## src/hw/rtl/iso2j_pkg.sv

```systemverilog
// Shared types, byte constants and the single-byte code mapping for the ISO-2022-JP decoder.
package iso2j_pkg;

	localparam logic [7:0] BYTE_ESC    = 8'h1B;
	localparam logic [7:0] BYTE_SO     = 8'h0E;
	localparam logic [7:0] BYTE_SI     = 8'h0F;
	localparam logic [7:0] BYTE_SPACE  = 8'h20;
	localparam logic [7:0] BYTE_DEL    = 8'h7F;
	localparam logic [7:0] BYTE_TILDE  = 8'h7E;
	localparam logic [7:0] CH_LPAREN   = 8'h28;
	localparam logic [7:0] CH_DOLLAR   = 8'h24;
	localparam logic [7:0] KANA_FIRST  = 8'hA1;
	localparam logic [7:0] KANA_LAST   = 8'hDF;
	localparam logic [7:0] KANA7_LIMIT = 8'h60;
	localparam logic [15:0] KANA_OFFSET = 16'hFEC0;
	localparam logic [15:0] OVERLINE    = 16'h203E;

	// Result slots of one item, in the order they are delivered.
	localparam int SLOT_COUNT    = 7;
	localparam int SLOT_PRE_ESC  = 0;
	localparam int SLOT_PRE_B1   = 1;
	localparam int SLOT_PRE_PAR  = 2;
	localparam int SLOT_MAIN     = 3;
	localparam int SLOT_POST     = 4;
	localparam int SLOT_POST_B1  = 5;
	localparam int SLOT_POST_PAR = 6;

	typedef logic [SLOT_COUNT-1:0] iso2j_slots_t;

	// Work record that the front hands to the back for one item.
	typedef struct packed {
		iso2j_slots_t mask;
		logic [7:0]   esc_b1;
		logic [7:0]   main_hi;
		logic [7:0]   main_lo;
		logic         main_two;
		logic [7:0]   post_byte;
	} iso2j_rec_t;

	function automatic logic [15:0] single_code(input logic [7:0] b);
		logic [15:0] code;
		if (b >= KANA_FIRST && b <= KANA_LAST) begin
			code = {8'h00, b} + KANA_OFFSET;
		end else if (b == BYTE_TILDE) begin
			code = OVERLINE;
		end else begin
			code = {8'h00, b};
		end
		return code;
	endfunction

endpackage

```

## src/hw/rtl/iso2j_front.sv

```systemverilog
// Front part: tracks mode, escape buffer and kanji lead byte, and builds one work record per item.
module iso2j_front (
	input  logic                  clk,
	input  logic                  arst_n,
	input  logic                  push,
	input  logic                  full,
	input  logic [7:0]            data_byte,
	input  logic                  end_of_text,
	output logic                  rec_wr,
	output iso2j_pkg::iso2j_rec_t rec
);

	localparam logic [2:0] MODE_ASCII  = 3'd0;
	localparam logic [2:0] MODE_ROMAN  = 3'd1;
	localparam logic [2:0] MODE_KANJI  = 3'd2;
	localparam logic [2:0] MODE_KANA7  = 3'd3;
	localparam logic [2:0] MODE_KANA8  = 3'd4;
	localparam logic [2:0] MODE_BINARY = 3'd5;

	localparam logic [7:0] CH_AT = 8'h40;
	localparam logic [7:0] CH_B  = 8'h42;
	localparam logic [7:0] CH_D  = 8'h44;
	localparam logic [7:0] CH_H  = 8'h48;
	localparam logic [7:0] CH_I  = 8'h49;
	localparam logic [7:0] CH_J  = 8'h4A;
	localparam logic [7:0] CH_K  = 8'h4B;

	logic [2:0] mode_q;
	logic [1:0] esc_cnt_q;
	logic [7:0] esc_b1_q;
	logic [7:0] lead_q;
	logic       lead_vld_q;

	logic [2:0] n_mode;
	logic [1:0] n_cnt;
	logic [7:0] n_b1;
	logic [7:0] n_lead;
	logic       n_lv;
	logic       run_main;
	logic       accept;
	logic [7:0] b;

	assign accept = push && !full;
	assign b      = data_byte;

	always_comb begin
		n_mode   = mode_q;
		n_cnt    = esc_cnt_q;
		n_b1     = esc_b1_q;
		n_lead   = lead_q;
		n_lv     = lead_vld_q;
		run_main = 1'b0;
		rec      = '0;

		if (b != 8'h00) begin
			case (esc_cnt_q)
				2'd1: begin
					if (b == iso2j_pkg::CH_LPAREN || b == iso2j_pkg::CH_DOLLAR) begin
						n_cnt = 2'd2;
						n_b1  = b;
					end else if (b == CH_K) begin
						n_mode = MODE_KANJI;
						n_cnt  = 2'd0;
					end else if (b == CH_H) begin
						n_mode = MODE_ASCII;
						n_cnt  = 2'd0;
					end else begin
						rec.mask[iso2j_pkg::SLOT_PRE_ESC] = 1'b1;
						n_mode   = MODE_BINARY;
						n_cnt    = 2'd0;
						run_main = 1'b1;
					end
				end
				2'd2: begin
					if (esc_b1_q == iso2j_pkg::CH_LPAREN) begin
						if (b == CH_B) begin
							n_mode = MODE_ASCII;
							n_cnt  = 2'd0;
						end else if (b == CH_I) begin
							n_mode = MODE_KANA7;
							n_cnt  = 2'd0;
						end else if (b == CH_J) begin
							n_mode = MODE_ROMAN;
							n_cnt  = 2'd0;
						end else begin
							rec.mask[iso2j_pkg::SLOT_PRE_ESC] = 1'b1;
							rec.mask[iso2j_pkg::SLOT_PRE_B1]  = 1'b1;
							rec.esc_b1 = esc_b1_q;
							n_mode   = MODE_ASCII;
							n_cnt    = 2'd0;
							run_main = 1'b1;
						end
					end else if (b == CH_AT || b == CH_B) begin
						n_mode = MODE_KANJI;
						n_cnt  = 2'd0;
					end else if (b == iso2j_pkg::CH_LPAREN) begin
						n_cnt = 2'd3;
					end else begin
						rec.mask[iso2j_pkg::SLOT_PRE_ESC] = 1'b1;
						rec.mask[iso2j_pkg::SLOT_PRE_B1]  = 1'b1;
						rec.esc_b1 = esc_b1_q;
						n_mode   = MODE_BINARY;
						n_cnt    = 2'd0;
						run_main = 1'b1;
					end
				end
				2'd3: begin
					if (b == CH_AT || b == CH_B || b == CH_D) begin
						n_mode = MODE_KANJI;
						n_cnt  = 2'd0;
					end else begin
						rec.mask[iso2j_pkg::SLOT_PRE_ESC] = 1'b1;
						rec.mask[iso2j_pkg::SLOT_PRE_B1]  = 1'b1;
						rec.mask[iso2j_pkg::SLOT_PRE_PAR] = 1'b1;
						rec.esc_b1 = esc_b1_q;
						n_mode   = MODE_BINARY;
						n_cnt    = 2'd0;
						run_main = 1'b1;
					end
				end
				default: begin
					run_main = 1'b1;
				end
			endcase
		end

		// A failed escape leaves the current byte to be decoded in the new mode.
		if (run_main) begin
			if (lead_vld_q) begin
				n_lv = 1'b0;
				rec.mask[iso2j_pkg::SLOT_MAIN] = 1'b1;
				rec.main_two = 1'b1;
				rec.main_hi  = lead_q;
				rec.main_lo  = b;
			end else if (b == iso2j_pkg::BYTE_ESC) begin
				n_cnt = 2'd1;
			end else if (b == iso2j_pkg::BYTE_SO) begin
				n_mode = MODE_KANA8;
			end else if (b == iso2j_pkg::BYTE_SI) begin
				n_mode = MODE_ASCII;
			end else if (b < iso2j_pkg::BYTE_SPACE) begin
				n_mode = MODE_BINARY;
				rec.mask[iso2j_pkg::SLOT_MAIN] = 1'b1;
				rec.main_lo = b;
			end else if (b < iso2j_pkg::KANA7_LIMIT && n_mode == MODE_KANA7) begin
				rec.mask[iso2j_pkg::SLOT_MAIN] = 1'b1;
				rec.main_lo = {1'b1, b[6:0]};
			end else if (b == iso2j_pkg::BYTE_DEL) begin
				n_mode = MODE_BINARY;
				rec.mask[iso2j_pkg::SLOT_MAIN] = 1'b1;
				rec.main_lo = b;
			end else if (b < iso2j_pkg::BYTE_DEL) begin
				if (n_mode == MODE_KANJI) begin
					n_lead = b;
					n_lv   = 1'b1;
				end else begin
					rec.mask[iso2j_pkg::SLOT_MAIN] = 1'b1;
					rec.main_lo = b;
				end
			end else if (b >= iso2j_pkg::KANA_FIRST && b <= iso2j_pkg::KANA_LAST &&
					n_mode == MODE_KANA8) begin
				rec.mask[iso2j_pkg::SLOT_MAIN] = 1'b1;
				rec.main_lo = b;
			end else begin
				n_mode = MODE_BINARY;
				rec.mask[iso2j_pkg::SLOT_MAIN] = 1'b1;
				rec.main_lo = b;
			end
		end

		// End of text flushes a pending escape or lead byte and starts over in ascii.
		if (end_of_text) begin
			case (n_cnt)
				2'd1: begin
					rec.mask[iso2j_pkg::SLOT_POST] = 1'b1;
					rec.post_byte = iso2j_pkg::BYTE_ESC;
				end
				2'd2: begin
					rec.mask[iso2j_pkg::SLOT_POST]    = 1'b1;
					rec.mask[iso2j_pkg::SLOT_POST_B1] = 1'b1;
					rec.post_byte = iso2j_pkg::BYTE_ESC;
					rec.esc_b1    = n_b1;
				end
				2'd3: begin
					rec.mask[iso2j_pkg::SLOT_POST]     = 1'b1;
					rec.mask[iso2j_pkg::SLOT_POST_B1]  = 1'b1;
					rec.mask[iso2j_pkg::SLOT_POST_PAR] = 1'b1;
					rec.post_byte = iso2j_pkg::BYTE_ESC;
					rec.esc_b1    = n_b1;
				end
				default: begin
					if (n_lv) begin
						rec.mask[iso2j_pkg::SLOT_POST] = 1'b1;
						rec.post_byte = n_lead;
					end
				end
			endcase
			n_mode = MODE_ASCII;
			n_cnt  = 2'd0;
			n_lv   = 1'b0;
			n_lead = 8'h00;
		end
	end

	// Items that produce nothing never enter the queue.
	assign rec_wr = accept && (rec.mask != '0);

	always_ff @(posedge clk or negedge arst_n) begin
		if (!arst_n) begin
			mode_q     <= MODE_ASCII;
			esc_cnt_q  <= 2'd0;
			esc_b1_q   <= 8'h00;
			lead_q     <= 8'h00;
			lead_vld_q <= 1'b0;
		end else if (accept) begin
			mode_q     <= n_mode;
			esc_cnt_q  <= n_cnt;
			esc_b1_q   <= n_b1;
			lead_q     <= n_lead;
			lead_vld_q <= n_lv;
		end
	end

	a_lead_no_escape: assert property (@(posedge clk) disable iff (!arst_n)
		lead_vld_q |-> (esc_cnt_q == 2'd0))
		else $error("kanji lead byte held while an escape is pending");

	a_three_byte_escape: assert property (@(posedge clk) disable iff (!arst_n)
		(esc_cnt_q == 2'd3) |-> (esc_b1_q == iso2j_pkg::CH_DOLLAR))
		else $error("three-byte escape pending without a dollar sign");

endmodule

```

## src/hw/rtl/iso2j_fifo.sv

```systemverilog
// Short queue of work records between the front and the back.
module iso2j_fifo #(
	parameter int DEPTH = 4
) (
	input  logic                  clk,
	input  logic                  arst_n,
	input  logic                  wr_en,
	input  iso2j_pkg::iso2j_rec_t wr_data,
	output logic                  full,
	input  logic                  rd_en,
	output iso2j_pkg::iso2j_rec_t rd_data,
	output logic                  empty
);

	localparam int PTR_W = (DEPTH > 1) ? $clog2(DEPTH) : 1;
	localparam int CNT_W = $clog2(DEPTH + 1);

	iso2j_pkg::iso2j_rec_t mem_q [DEPTH];
	logic [PTR_W-1:0] wr_ptr_q;
	logic [PTR_W-1:0] rd_ptr_q;
	logic [CNT_W-1:0] cnt_q;
	logic             do_wr;
	logic             do_rd;

	assign full    = (cnt_q == CNT_W'(DEPTH));
	assign empty   = (cnt_q == '0);
	assign do_wr   = wr_en && !full;
	assign do_rd   = rd_en && !empty;
	assign rd_data = mem_q[rd_ptr_q];

	always_ff @(posedge clk) begin
		if (do_wr) begin
			mem_q[wr_ptr_q] <= wr_data;
		end
	end

	always_ff @(posedge clk or negedge arst_n) begin
		if (!arst_n) begin
			wr_ptr_q <= '0;
			rd_ptr_q <= '0;
			cnt_q    <= '0;
		end else begin
			if (do_wr) begin
				wr_ptr_q <= (wr_ptr_q == PTR_W'(DEPTH - 1)) ? '0 : wr_ptr_q + 1'b1;
			end
			if (do_rd) begin
				rd_ptr_q <= (rd_ptr_q == PTR_W'(DEPTH - 1)) ? '0 : rd_ptr_q + 1'b1;
			end
			if (do_wr && !do_rd) begin
				cnt_q <= cnt_q + 1'b1;
			end else if (do_rd && !do_wr) begin
				cnt_q <= cnt_q - 1'b1;
			end
		end
	end

	a_cnt_bound: assert property (@(posedge clk) disable iff (!arst_n)
		cnt_q <= CNT_W'(DEPTH))
		else $error("record queue count beyond depth");

	a_no_read_empty: assert property (@(posedge clk) disable iff (!arst_n)
		!(rd_en && empty))
		else $error("record queue read while empty");

endmodule

```

## src/hw/rtl/iso2j_back.sv

```systemverilog
// Back part: walks the slots of the head record and delivers one result per cycle while pop keeps the output free.
module iso2j_back (
	input  logic                  clk,
	input  logic                  arst_n,
	input  iso2j_pkg::iso2j_rec_t rec,
	input  logic                  rec_empty,
	output logic                  rec_rd,
	output logic [15:0]           char_code,
	output logic                  two_byte,
	output logic                  run_last,
	output logic                  empty,
	input  logic                  pop
);

	iso2j_pkg::iso2j_slots_t done_q;
	iso2j_pkg::iso2j_slots_t remaining;
	iso2j_pkg::iso2j_slots_t sel_oh;
	iso2j_pkg::iso2j_slots_t others;
	logic                    out_vld_q;
	logic [15:0]             code_q;
	logic                    two_q;
	logic                    last_q;
	logic                    can_load;
	logic                    load;
	logic [15:0]             sel_code;
	logic                    sel_two;

	assign remaining = rec_empty ? '0 : (rec.mask & ~done_q);
	assign sel_oh    = remaining & (~remaining + 1'b1);
	assign others    = remaining & ~sel_oh;
	assign can_load  = !out_vld_q || pop;
	assign load      = (remaining != '0) && can_load;
	// A record leaves when its last slot goes out; an empty mask is dropped at once.
	assign rec_rd    = !rec_empty && ((remaining == '0) || (load && (others == '0)));

	always_comb begin
		sel_two = 1'b0;
		if (sel_oh[iso2j_pkg::SLOT_PRE_ESC] || sel_oh[iso2j_pkg::SLOT_POST] &&
				rec.post_byte == iso2j_pkg::BYTE_ESC) begin
			sel_code = {8'h00, iso2j_pkg::BYTE_ESC};
		end else if (sel_oh[iso2j_pkg::SLOT_PRE_B1] || sel_oh[iso2j_pkg::SLOT_POST_B1]) begin
			sel_code = iso2j_pkg::single_code(rec.esc_b1);
		end else if (sel_oh[iso2j_pkg::SLOT_PRE_PAR] || sel_oh[iso2j_pkg::SLOT_POST_PAR]) begin
			sel_code = {8'h00, iso2j_pkg::CH_LPAREN};
		end else if (sel_oh[iso2j_pkg::SLOT_MAIN]) begin
			sel_two  = rec.main_two;
			sel_code = rec.main_two ? {rec.main_hi, rec.main_lo}
			                        : iso2j_pkg::single_code(rec.main_lo);
		end else begin
			sel_code = iso2j_pkg::single_code(rec.post_byte);
		end
	end

	always_ff @(posedge clk or negedge arst_n) begin
		if (!arst_n) begin
			out_vld_q <= 1'b0;
			done_q    <= '0;
		end else begin
			if (load) begin
				out_vld_q <= 1'b1;
			end else if (pop) begin
				out_vld_q <= 1'b0;
			end
			if (rec_rd) begin
				done_q <= '0;
			end else if (load) begin
				done_q <= done_q | sel_oh;
			end
		end
	end

	always_ff @(posedge clk) begin
		if (load) begin
			code_q <= sel_code;
			two_q  <= sel_two;
			last_q <= (others == '0);
		end
	end

	assign empty     = !out_vld_q;
	assign char_code = code_q;
	assign two_byte  = two_q;
	assign run_last  = last_q;

	a_done_subset: assert property (@(posedge clk) disable iff (!arst_n)
		!rec_empty |-> ((done_q & ~rec.mask) == '0))
		else $error("slot marked done that the head record does not have");

	a_done_clear_idle: assert property (@(posedge clk) disable iff (!arst_n)
		rec_empty |-> (done_q == '0))
		else $error("slot progress left over with no record waiting");

endmodule

```

## src/hw/rtl/iso2j_escape_top.sv

```systemverilog
// Top level of the ISO-2022-JP escape decoder: front, record queue and back.
// The decoder takes one text byte per cycle. A byte is accepted when push is high and full is
// low; the front updates mode, escape and lead-byte state in that same cycle and writes a work
// record into a queue of QUEUE_DEPTH entries. While pop keeps the output register free, the
// back delivers one result per cycle from the head record into that register, so a byte that
// yields more than one result (up to four, after a failed escape or at end of text) holds the
// back until all are out, while bytes that yield one or no result pass at one per cycle. The
// first result of a byte goes through the queue and then the output register to the outputs.
// Input stalls only when the queue fills behind a multi-result byte or a stalled pop.
// No clearing pass is needed after reset.
module iso2022jp_escape_decoder #(
	parameter int QUEUE_DEPTH = 4
) (
	input  logic        clk,
	input  logic        arst_n,
	input  logic        push,
	output logic        full,
	input  logic [7:0]  data_byte,
	input  logic        end_of_text,
	output logic        empty,
	input  logic        pop,
	output logic [15:0] char_code,
	output logic        two_byte,
	output logic        run_last
);

	iso2j_pkg::iso2j_rec_t wr_rec;
	iso2j_pkg::iso2j_rec_t rd_rec;
	logic                  rec_wr;
	logic                  rec_rd;
	logic                  rec_empty;

	iso2j_front u_front (
		.clk         (clk),
		.arst_n      (arst_n),
		.push        (push),
		.full        (full),
		.data_byte   (data_byte),
		.end_of_text (end_of_text),
		.rec_wr      (rec_wr),
		.rec         (wr_rec)
	);

	iso2j_fifo #(
		.DEPTH (QUEUE_DEPTH)
	) u_fifo (
		.clk     (clk),
		.arst_n  (arst_n),
		.wr_en   (rec_wr),
		.wr_data (wr_rec),
		.full    (full),
		.rd_en   (rec_rd),
		.rd_data (rd_rec),
		.empty   (rec_empty)
	);

	iso2j_back u_back (
		.clk       (clk),
		.arst_n    (arst_n),
		.rec       (rd_rec),
		.rec_empty (rec_empty),
		.rec_rd    (rec_rd),
		.char_code (char_code),
		.two_byte  (two_byte),
		.run_last  (run_last),
		.empty     (empty),
		.pop       (pop)
	);

endmodule

```

## config.mk

```make
export PLATFORM = sky130hd
export DESIGN_NAME = iso2022jp_escape_decoder
export DESIGN_NICKNAME = d
export VERILOG_FILES = /design/src/hw/rtl/iso2j_pkg.sv /design/src/hw/rtl/iso2j_front.sv /design/src/hw/rtl/iso2j_fifo.sv /design/src/hw/rtl/iso2j_back.sv /design/src/hw/rtl/iso2j_escape_top.sv
export SDC_FILE = /design/constraint.sdc
export NUM_CORES = 1
export LEC_CHECK = 0
export BUFFER_PORTS_ARGS = -buffer_cell sky130_fd_sc_hd__buf_2
export CAP_MARGIN = 0
export CORE_ASPECT_RATIO = 0.7
export CORE_MARGIN = 10
export CORE_UTILIZATION = 45
export CTS_CLUSTER_DIAMETER = 120
export DETAILED_ROUTE_END_ITERATION = 7
export SYNTH_ARGS = -nofsm -noshare
export SYNTH_HDL_FRONTEND = slang
export SYNTH_HIERARCHICAL = 1
export SYNTH_SLANG_ARGS = --single-unit
```

## constraint.sdc

```tcl
create_clock -name clk -period 3.7 [get_ports clk]
set_input_delay 0.185 -clock clk [delete_from_list [all_inputs] [get_ports clk]]
set_output_delay 0.185 -clock clk [all_outputs]
set_load 0.05 [all_outputs]
```

Word-level counts from Yosys, hierarchy flattened

Memory sizes are Yosys's and may differ from the RTL's.
Cells that the tools add are included.

Register bits: 55
RAM bits: 160
Input port bits: 13
Output and inout bits: 20
Word-level logic and storage cells: 247
Memories kept: 1

Memory list:

| memory       | depth | width | rd ports | clocked after Yosys merged registers in | write ports | line             | RTL |
|---|---|---|---|---|---|---|---|
| u_fifo.mem_q | 4     | 40    | 1        | 0                                       | 1           | iso2j_fifo.sv:18 | `iso2j_pkg::iso2j_rec_t mem_q [DEPTH];` |

$add $sub $neg: 8
Magnitude comparators: 11
Equal/unequal tests: 30
Multiplexer cells: 135
Bitwise logic cells: 8
Reduce and logical (&&, ||, !) cells: 41

Operators with widths:

| operator                | number |
|---|---|
| $mux W8                 | 29 |
| $mux W16                | 7 |
| $eq A8 B7 Y1 const B    | 11 |
| $mux W3                 | 24 |
| $mux W10                | 6 |
| $mux W1                 | 43 |
| $mux W14                | 3 |
| $add A9 B10 Y11 const B | 3 |
| $ge A8 B8 Y1 const B    | 4 |
| $le A8 B8 Y1 const B    | 4 |
| $eq A8 B6 Y1 const B    | 3 |
| $mux W11                | 2 |
| $mux W2                 | 11 |
| $and A7 B7 Y7           | 3 |
| $mux W7                 | 3 |
| $not A7 Y7              | 3 |
| $mux W17                | 1 |
| $eq A8 B4 Y1 const B    | 2 |
| $eq A8 B5 Y1 const B    | 2 |
| $logic_and A1 B1 Y1     | 16 |
| $lt A8 B7 Y1 const B    | 2 |
| $pmux W8 S2             | 1 |
| $logic_not A7 Y1        | 2 |
| $reduce_bool A7 Y1      | 2 |
| other kinds (23)        | 46 |

Longest topological paths before layout

Gate-level depths: netlist of run 1.

Depth after elaboration: 28
Gate-level depth with buffers: 18
Mapped depth without buffers: 15

Cells and area by module

The synthesis of run 1 kept the hierarchy.

Modules (own cells, without submodules):

| module      | instances | cells an instance | area each (um^2) | seq. area each (um^2) |
|---|---|---|---|---|
| iso2j_fifo  | 1         | 247               | 6211.0           | 4979.8 |
| iso2j_front | 1         | 255               | 2063.2           | 550.5 |
| iso2j_back  | 1         | 207               | 1994.4           | 740.7 |

Worst setup path before layout of run 1

OpenSTA, ideal clock, no wires.

Path type: register to register
Start: register u_front.esc_cnt_q[0]
End: memory u_fifo/mem_q[0][0] in the netlist's numbering, enable pin
Setup time: 401 ps
Arrival time: 3688 ps
Data required time: 3299 ps
Slack: -389 ps
Stages on the path, launching flop included: 12
Buffers on the path: 2
Clock period less this slack: 4089 ps
Cells stage by stage: dfrtp_1 buf_2 nand2b_1 or3_1 o211a_1 a211oi_1 nor4b_4 o31a_1 o31a_1 nor2b_1 buf_2 and2_1

RTL lines:

| item                     | line               | RTL |
|---|---|---|
| start: declaration       | iso2j_front.sv:29  | `logic [1:0] esc_cnt_q;` |
| start signal: assignment | iso2j_front.sv:217 | `esc_cnt_q <= n_cnt;` |
| end: declaration         | iso2j_fifo.sv:18   |  |

==> results of run 1 <==
## stage by stage
stage | area [um^2] | cells
6_report | 11900 | 1116
5_1_grt | 11900 | 1115
4_1_cts | 11800 | 1110
3_5_place_dp | 11100 | 1069
3_3_place_gp | 11100 | 1069
2_1_floorplan | 10300 | 709
## flip-flops by register name (all words and copies together) (netlist names), 3 cells and up
signal and cells:
u_front/lead_q 8, u_front/mode_q 3, u_fifo/cnt_q 3, u_front/esc_b1_q 8
u_back/done_q 7, u_fifo/mem_q 160, u_back/char_code 16
## final cells by class
type,count,share of cell area [%]
antenna,1,0.0210
clock buffer,27,4.95
clock inverter,12,1.01
inverter,19,0.598
multi-input combinational,440,32.0
sequential,215,52.7
tap,312,3.27
timing repair buffer,90,5.46
## cells in the mapped netlist (all sizes together), types with 3 or more instances
library cell,number
nand2,31
or4,3
nor3,14
nor2,56
or3,6
nor2b,9
nand3,11
a211oi,4
mux4,40
clkbuf,15
mux2,6
a32o,6
dfrtp,37
xor2,3
or2,3
a221oi,3
a31oi,8
buf,20
edfxtp,178
inv,19
and2,29
nand2b,15
a22oi,5
o21bai,3
nor3b,10
or3b,3
a21oi,31
a221o,6
nor4bb,4
mux2i,4
nand4b,3
and3,16
o31ai,4
nor4b,7
o31a,4
nand4,6
ha,18
o21ai,21
xnor2,3
o21a,3
o211ai,7
## cells by family after synthesis
group	after synthesis	synth area share, %
buffers and inverters	54	2.52
adder cells (fa/ha/maj)	20	2.49
AO/OA/AOI/OAI	130	9.89
multiplexers	50	9.89
AND/OR/NAND/NOR	234	13.6
flip-flops	215	61.1
XOR/XNOR	6	0.512
## layer usage
metal	up-vias	GRT usage, %	part of all wire [%]
met1	3297	24.2	46
li1	2930	-	-
met5	-	0	0
met3	29	2.98	7.9
met4	0	3.17	1.4
met2	247	24.6	44
## repair_timing
item	in CTS	in global routing
buffers inserted	0	5
hold buffers	2	0
pin swaps	0	1
endpoints found under the hold margin	38	0
gates resized for setup	3	11
setup endpoints to repair	2	7
## power by group through the flow
stage          sequential [mW]  clock [mW]  combinational, mW
2_1_floorplan             3.86           0               2.60
3_3_place_gp              3.56           0               3.92
3_5_place_dp              3.60           0               4.00
4_1_cts                   3.55        2.23               4.04
5_1_grt                   3.59        2.34               4.41
6_report                  3.53        2.19               4.08
## worst paths after layout
path,from,end,cells after the start
worst min register to register,u_back/done_q[5]$_DFFE_PN0P_,u_back/done_q[5]$_DFFE_PN0P_,2
worst max register to register,u_front/esc_b1_q[3]$_DFFE_PN0P_,u_fifo/cnt_q[1]$_DFFE_PN0P_,13
worst max-delay path,u_front/esc_b1_q[3]$_DFFE_PN0P_,u_fifo/cnt_q[1]$_DFFE_PN0P_,13
max in group asynchronous,arst_n,u_fifo/rd_ptr_q[0]$_DFFE_PN0P_,2
worst min-delay path,data_byte[2],u_front/esc_b1_q[2]$_DFFE_PN0P_,3
min in group asynchronous,arst_n,u_back/out_vld_q$_DFFE_PN0P_,2
## worst register-to-register path, stage by stage, from the launching register on
cell and delay [ns]:
dfrtp_1 0.40, nor4b_4 0.14, and2_4 0.17, or3_4 0.35, o211a_1 0.25, a21oi_2 0.20, nor2b_1 0.09, o31a_1 0.31
o31a_1 0.32, nor2b_1 0.16, ha_1 0.24, inv_1 0.08, fa_1 0.44, mux2_2 0.30
## cells in the final DEF (no fill, tap or decap), types with 7 or more instances in the layout
master and count:
buf_2 32, and3_1 16, nor3_1 10, a31oi_1 8, and2_1 21, clkbuf_16 23
nand2b_1 14, dfrtp_1 33, mux4_2 40, inv_1 19, o211ai_1 7, nor3b_1 7
ha_1 18, nand3_1 11, edfxtp_1 178, nand2_1 30, buf_4 52, nor2b_1 9
o21ai_0 16, a21oi_1 28, nor2_1 53
==> run_results.csv, run 1 <==
group,metric,value,unit
worst_hold_path,hold_class,"input pin to flop",
sta,rsz0062_at_grt,"no",
die,dieWidth,201,um
pwr,finalPower,9.80,mW
synthesis,ys_types,96,
worst_setup_path,required,4.09,ns
synthesis,synth_warnings,6,
synthesis,synth_seq_cells,215,
routing,finalWirelength,24400,um
die,boundaryPins,33,
routing,vias,6503,
synthesis,syn-cell-area,0.0103,mm^2
global_route,antenna_found_initial,0,
clock_tree,worstSkewPairLatency,0.51,ns
cells_and_area,nFillCells,1895,
worst_setup_path,crit_type,"flop to flop",
pwr,combPwrFrac,41.6,%
synthesis,postSynth.asyncResetShare,17.2,%
global_route,grt_pass1_vias,6510,
clock_tree,cts_sinks,215,
worst_setup_path,cpPeakStageDelay,0.44,ns
routing,first_iter_violations,519,
sta,worst_pin_slew,0.990,ns
synthesis,syn_avg_cell_area,14.5,um^2
clock_tree,cts_tree,"done",
clock_tree,clkTransAtPathRegs,0.06,ns
synthesis,yosys_most_used_dff,"edfxtp_1",
cells_and_area,drive_gt1_share,28.3,%
place,routabilityCongestion,0.909,
worst_setup_path,crit_family,"compound AO/OA/AOI/OAI gates",
worst_setup_path,endpoint_kind,"flop",
pwr,seq_power_share,36.0,%
pwr,clockPowerShare,22.4,%
clock_tree,ctsRootBufferMaster,"clkbuf_16",
sta,whs,0.0677,ns
cells_and_area,fin_util,52.8,%
worst_setup_path,start_kind,"flop",
sta,fin_crit,3.56,ns
global_route,grt_pass1_wl,38100,um
routing,firstDrtPassIters,5,
pwr,powerDensity,822,mW/mm^2
pwr,internal_power,6.16,mW
routing,avgRoutedWirePerCell,21.8,um
cells_and_area,multi_input_comb_area,0.00382,mm^2
place,hpwl,16700,um
sta,clock-skew-final,0.0138,ns
worst_setup_path,r2r_slack,0.14,ns
routing,ant_nets,0,
sta,fin_ws,0.135,ns
cells_and_area,final_nets,820,
pwr,switchingPower,3.64,mW
synthesis,synth_nets,741,
worst_setup_path,crit_chain,"nor4b_4, and2_4, or3_4, o211a_1, a21oi_2, nor2b_1, o31a_1, o31a_1, nor2b_1, ha_1, inv_1, fa_1, mux2_2",
clock_tree,cts_buffers,22,
run,cap_violations,0,
sta,relSlewSlack,34.0,%
sta,final_max_slew_viol_count,0,
run_status,status,"finished clean",
sta,final_hold_viol_count,0,
cells_and_area,area_delta_synth_final,16.1,%
sta,tns,0,ns
synthesis,synth_edf_count,178,
synthesis,yosysSeqAreaShare,61.1,%
global_route,grt_max_degree,41,
worst_setup_path,worstPathArrival,3.95,ns
global_route,track_usage,16.3,%
cells_and_area,seq_area,0.00628,mm^2
die,die_h,146,um
synthesis,synth_top_area_cell,"edfxtp_1",
die,rows,46,
routing,drc_errors,0,
sta,max_freq,0.281,GHz
clock_tree,htree_levels,1,
die,initial_utilization,45.5,%
place,place_ws,-0.0395,ns
routing,routed_via_density,5.83,
worst_setup_path,path_buf_inv,1,
sta,setup_viol_count_final,0,
worst_setup_path,cp_max_fo,4,
synthesis,synth_area_leaders,"edfxtp_1 (52%), dfrtp_1 (9.0%), mux4_2 (8.8%)",
pwr,peakVddDrop,0.439,mV
worst_setup_path,cpMaxStageDelayCell,"fa_1",
synthesis,synthesis.instances,709,
die,dieArea,0.0294,mm^2
place,port_buffers,32,
sta,period_share,96.3,%
synthesis,yosysTopAreaCellShare,52.1,%
pwr,leakagePower,4.32,nW
pwr,switching_share,37.2,%
die,coreArea,0.0226,mm^2
clock_tree,cts.path.max_buffers,3,
global_route,grt_overflow,0,
(Power assumes the default switching activity.)
==> inputs of run 2 (changes only) <==
Settings changed: CORE_ASPECT_RATIO 0.7 to 0.75, CORE_UTILIZATION 45 to 36, CTS_BUF_LIST set to sky130_fd_sc_hd__clkbuf_16.
==> run 2 against run 1 <==
Effect of this change:
- critical path depth decreased by 2
- largest cell class unchanged
- first-iteration DRC count up 12%
- clock skew shrank 0.0034 ns
- via count fell by 2.1%
- hold slack about the same
- register-to-register slack better by 0.05 ns
- sequential cell count unchanged
- sequential share of layout area decreased by 0.66 points
- routed wire length decreased by 2.6%
==> run_results.csv, run 2 (synthesis results as in run 1) <==
group,metric,value,unit
run_status,status,"finished clean",
place,routabilityCongestion,0.853,
die,dieWidth,215,um
cells_and_area,final_nets,826,
cells_and_area,final_common_cell,"edfxtp_1",
sta,final_max_slew_viol_count,0,
worst_setup_path,cpPeakStageDelay,0.61,ns
cells_and_area,fin_util,43.0,%
clock_tree,cts_setup_buffers,0,
clock_tree,ctsRootBufferMaster,"clkbuf_16",
place,place_ws,-0.0218,ns
sta,final_hold_viol_count,0,
routing,ant_nets,0,
pwr,seq_power_share,36.7,%
place,port_buffers,32,
clock_tree,cts.path.max_buffers,3,
sta,max_freq,0.285,GHz
die,coreArea,0.0281,mm^2
global_route,grt_overflow,0,
global_route,met1_usage,19.6,%
global_route,antenna_found_initial,0,
global_route,grtUsageMet3,2.18,%
worst_setup_path,start_kind,"flop",
global_route,grt_pass1_vias,6311,
die,boundaryPins,33,
clock_tree,cts_tree,"done",
pwr,combPwrFrac,41.7,%
pwr,leakagePower,4.37,nW
routing,avgRoutedWirePerCell,19.9,um
clock_tree,clkTransAtPathRegs,0.06,ns
worst_setup_path,worstPathArrival,3.91,ns
clock_tree,htree_levels,1,
cells_and_area,area_delta_synth_final,17.5,%
routing,first_iter_violations,581,
die,rows,53,
pwr,powerDensity,797,mW/mm^2
run,cap_violations,0,
global_route,grt_pass1_wl,37000,um
cells_and_area,n_antenna_cell,0,
sta,clock-skew-final,0.0103,ns
pwr,peakVddDrop,0.339,mV
global_route,met2_usage,18.9,%
pwr,switching_share,36.7,%
sta,fin_crit,3.51,ns
clock_tree,cts_sinks,215,
global_route,track_usage,12.9,%
cells_and_area,drive_gt1_share,28.3,%
routing,drc_errors,0,
cells_and_area,multi_input_comb_area,0.00381,mm^2
die,initial_utilization,36.6,%
sta,fin_ws,0.186,ns
place,hpwl,17100,um
sta,setup_viol_count_final,0,
die,die_h,166,um
routing,finalWirelength,23700,um
cells_and_area,top_register,"u_fifo/mem_q",
clock_tree,worstSkewPairLatency,0.51,ns
worst_hold_path,hold_class,"input pin to flop",
worst_setup_path,endpoint_kind,"flop",
pwr,switchingPower,3.53,mW
global_route,busiest_layer,"met1",
sta,period_share,95.0,%
worst_setup_path,crit_chain,"mux4_2, nor3b_2, or3_1, o22ai_2, a32oi_2, nor2_4, o31ai_2, ha_1, inv_1, fa_1, mux2_2",
worst_setup_path,crit_type,"flop to flop",
worst_setup_path,required,4.09,ns
die,dieArea,0.0357,mm^2
routing,firstDrtPassIters,5,
worst_setup_path,cp_max_fo,12,
worst_setup_path,cpMaxStageDelayCell,"mux4_2",
cells_and_area,final_cell_mix,"edfxtp_1 (178), buf_4 (54), nor2_1 (53), mux4_2 (40), dfrtp_1 (34)",
pwr,internal_power,6.08,mW
routing,routed_via_density,5.33,
pwr,clockPowerShare,21.6,%
cells_and_area,nFillCells,2544,
global_route,grt_max_degree,38,
clock_tree,cts_buffers,22,
cells_and_area,seq_area,0.00628,mm^2
sta,worst_pin_slew,1.04,ns
routing,vias,6364,
sta,relSlewSlack,30.8,%
cells_and_area,largest_register_ffs,160,
sta,whs,0.0678,ns
-- run 2: power groups by stage --
stage / registers (mW) / clock network [mW] / logic, mW
6_report: 3.53 / 2.08 / 4.00
5_1_grt: 3.59 / 2.23 / 4.37
4_1_cts: 3.54 / 2.13 / 4.04
3_5_place_dp: 3.58 / 0 / 4.02
3_3_place_gp: 3.57 / 0 / 4.01
2_1_floorplan: 3.86 / 0 / 2.60
-- run 2: per-stage QoR --
step	setup TNS, ns	std cells	total power, mW	cell area [um^2]
finish	0	1195	9.61	12100
global placement	0	1153	7.57	11300
floorplan	-0.0312	709	6.46	10300
CTS	0	1195	9.71	12000
global route	-0.000288	1195	10.2	12100
detailed placement	-0.0252	1153	7.60	11300
-- run 2: critical path: cells and delay by family (launching register included) --
family / cells / cell delay (ns)
and+or+nand+nor: 3 / 0.78
muxes: 2 / 0.88
adders and majority gates: 2 / 0.62
AOI/OAI and AO/OA: 3 / 0.50
DFF: 1 / 0.54
buffers and inverters: 1 / 0.07
-- run 2: timing repair --
item / 4_1_cts / 5_1_grt
hold buffers: 2 / 0
endpoints found under the hold margin: 38 / 0
resized for setup: 0 / 12
endpoints found under the setup margin: 0 / 158
-- run 2: path summary, 6_finish.rpt --
check	from	endpoint	slack, ns	depth (start not counted)
max reg2reg	u_fifo/rd_ptr_q[0]$_DFFE_PN0P_	u_fifo/cnt_q[1]$_DFFE_PN0P_	0.19	11
min in group asynchronous	arst_n	u_front/lead_q[2]$_DFFE_PN0P_	0.41	2
min	data_byte[2]	u_front/esc_b1_q[2]$_DFFE_PN0P_	0.07	3
min reg2reg	u_front/lead_q[7]$_DFFE_PN0P_	u_front/lead_q[7]$_DFFE_PN0P_	0.50	1
max in group asynchronous	arst_n	u_fifo/rd_ptr_q[0]$_DFFE_PN0P_	2.53	2
max	u_fifo/rd_ptr_q[0]$_DFFE_PN0P_	u_fifo/cnt_q[1]$_DFFE_PN0P_	0.19	11
-- run 2: cell type report --
type,instances,share of cell area [%]
inverter,19,0.591
multi-input combinational,440,31.6
timing repair buffer,96,6.18
sequential,215,52.0
clock inverter,17,0.850
clock buffer,23,4.77
tap,385,3.99
-- run 2: routing by layer --
metal	part of all wire (%)	up-vias
li1	-	2953
met1	50	3213
met2	42	173
met3	6.5	25
met4	1.4	0
met5	0	-
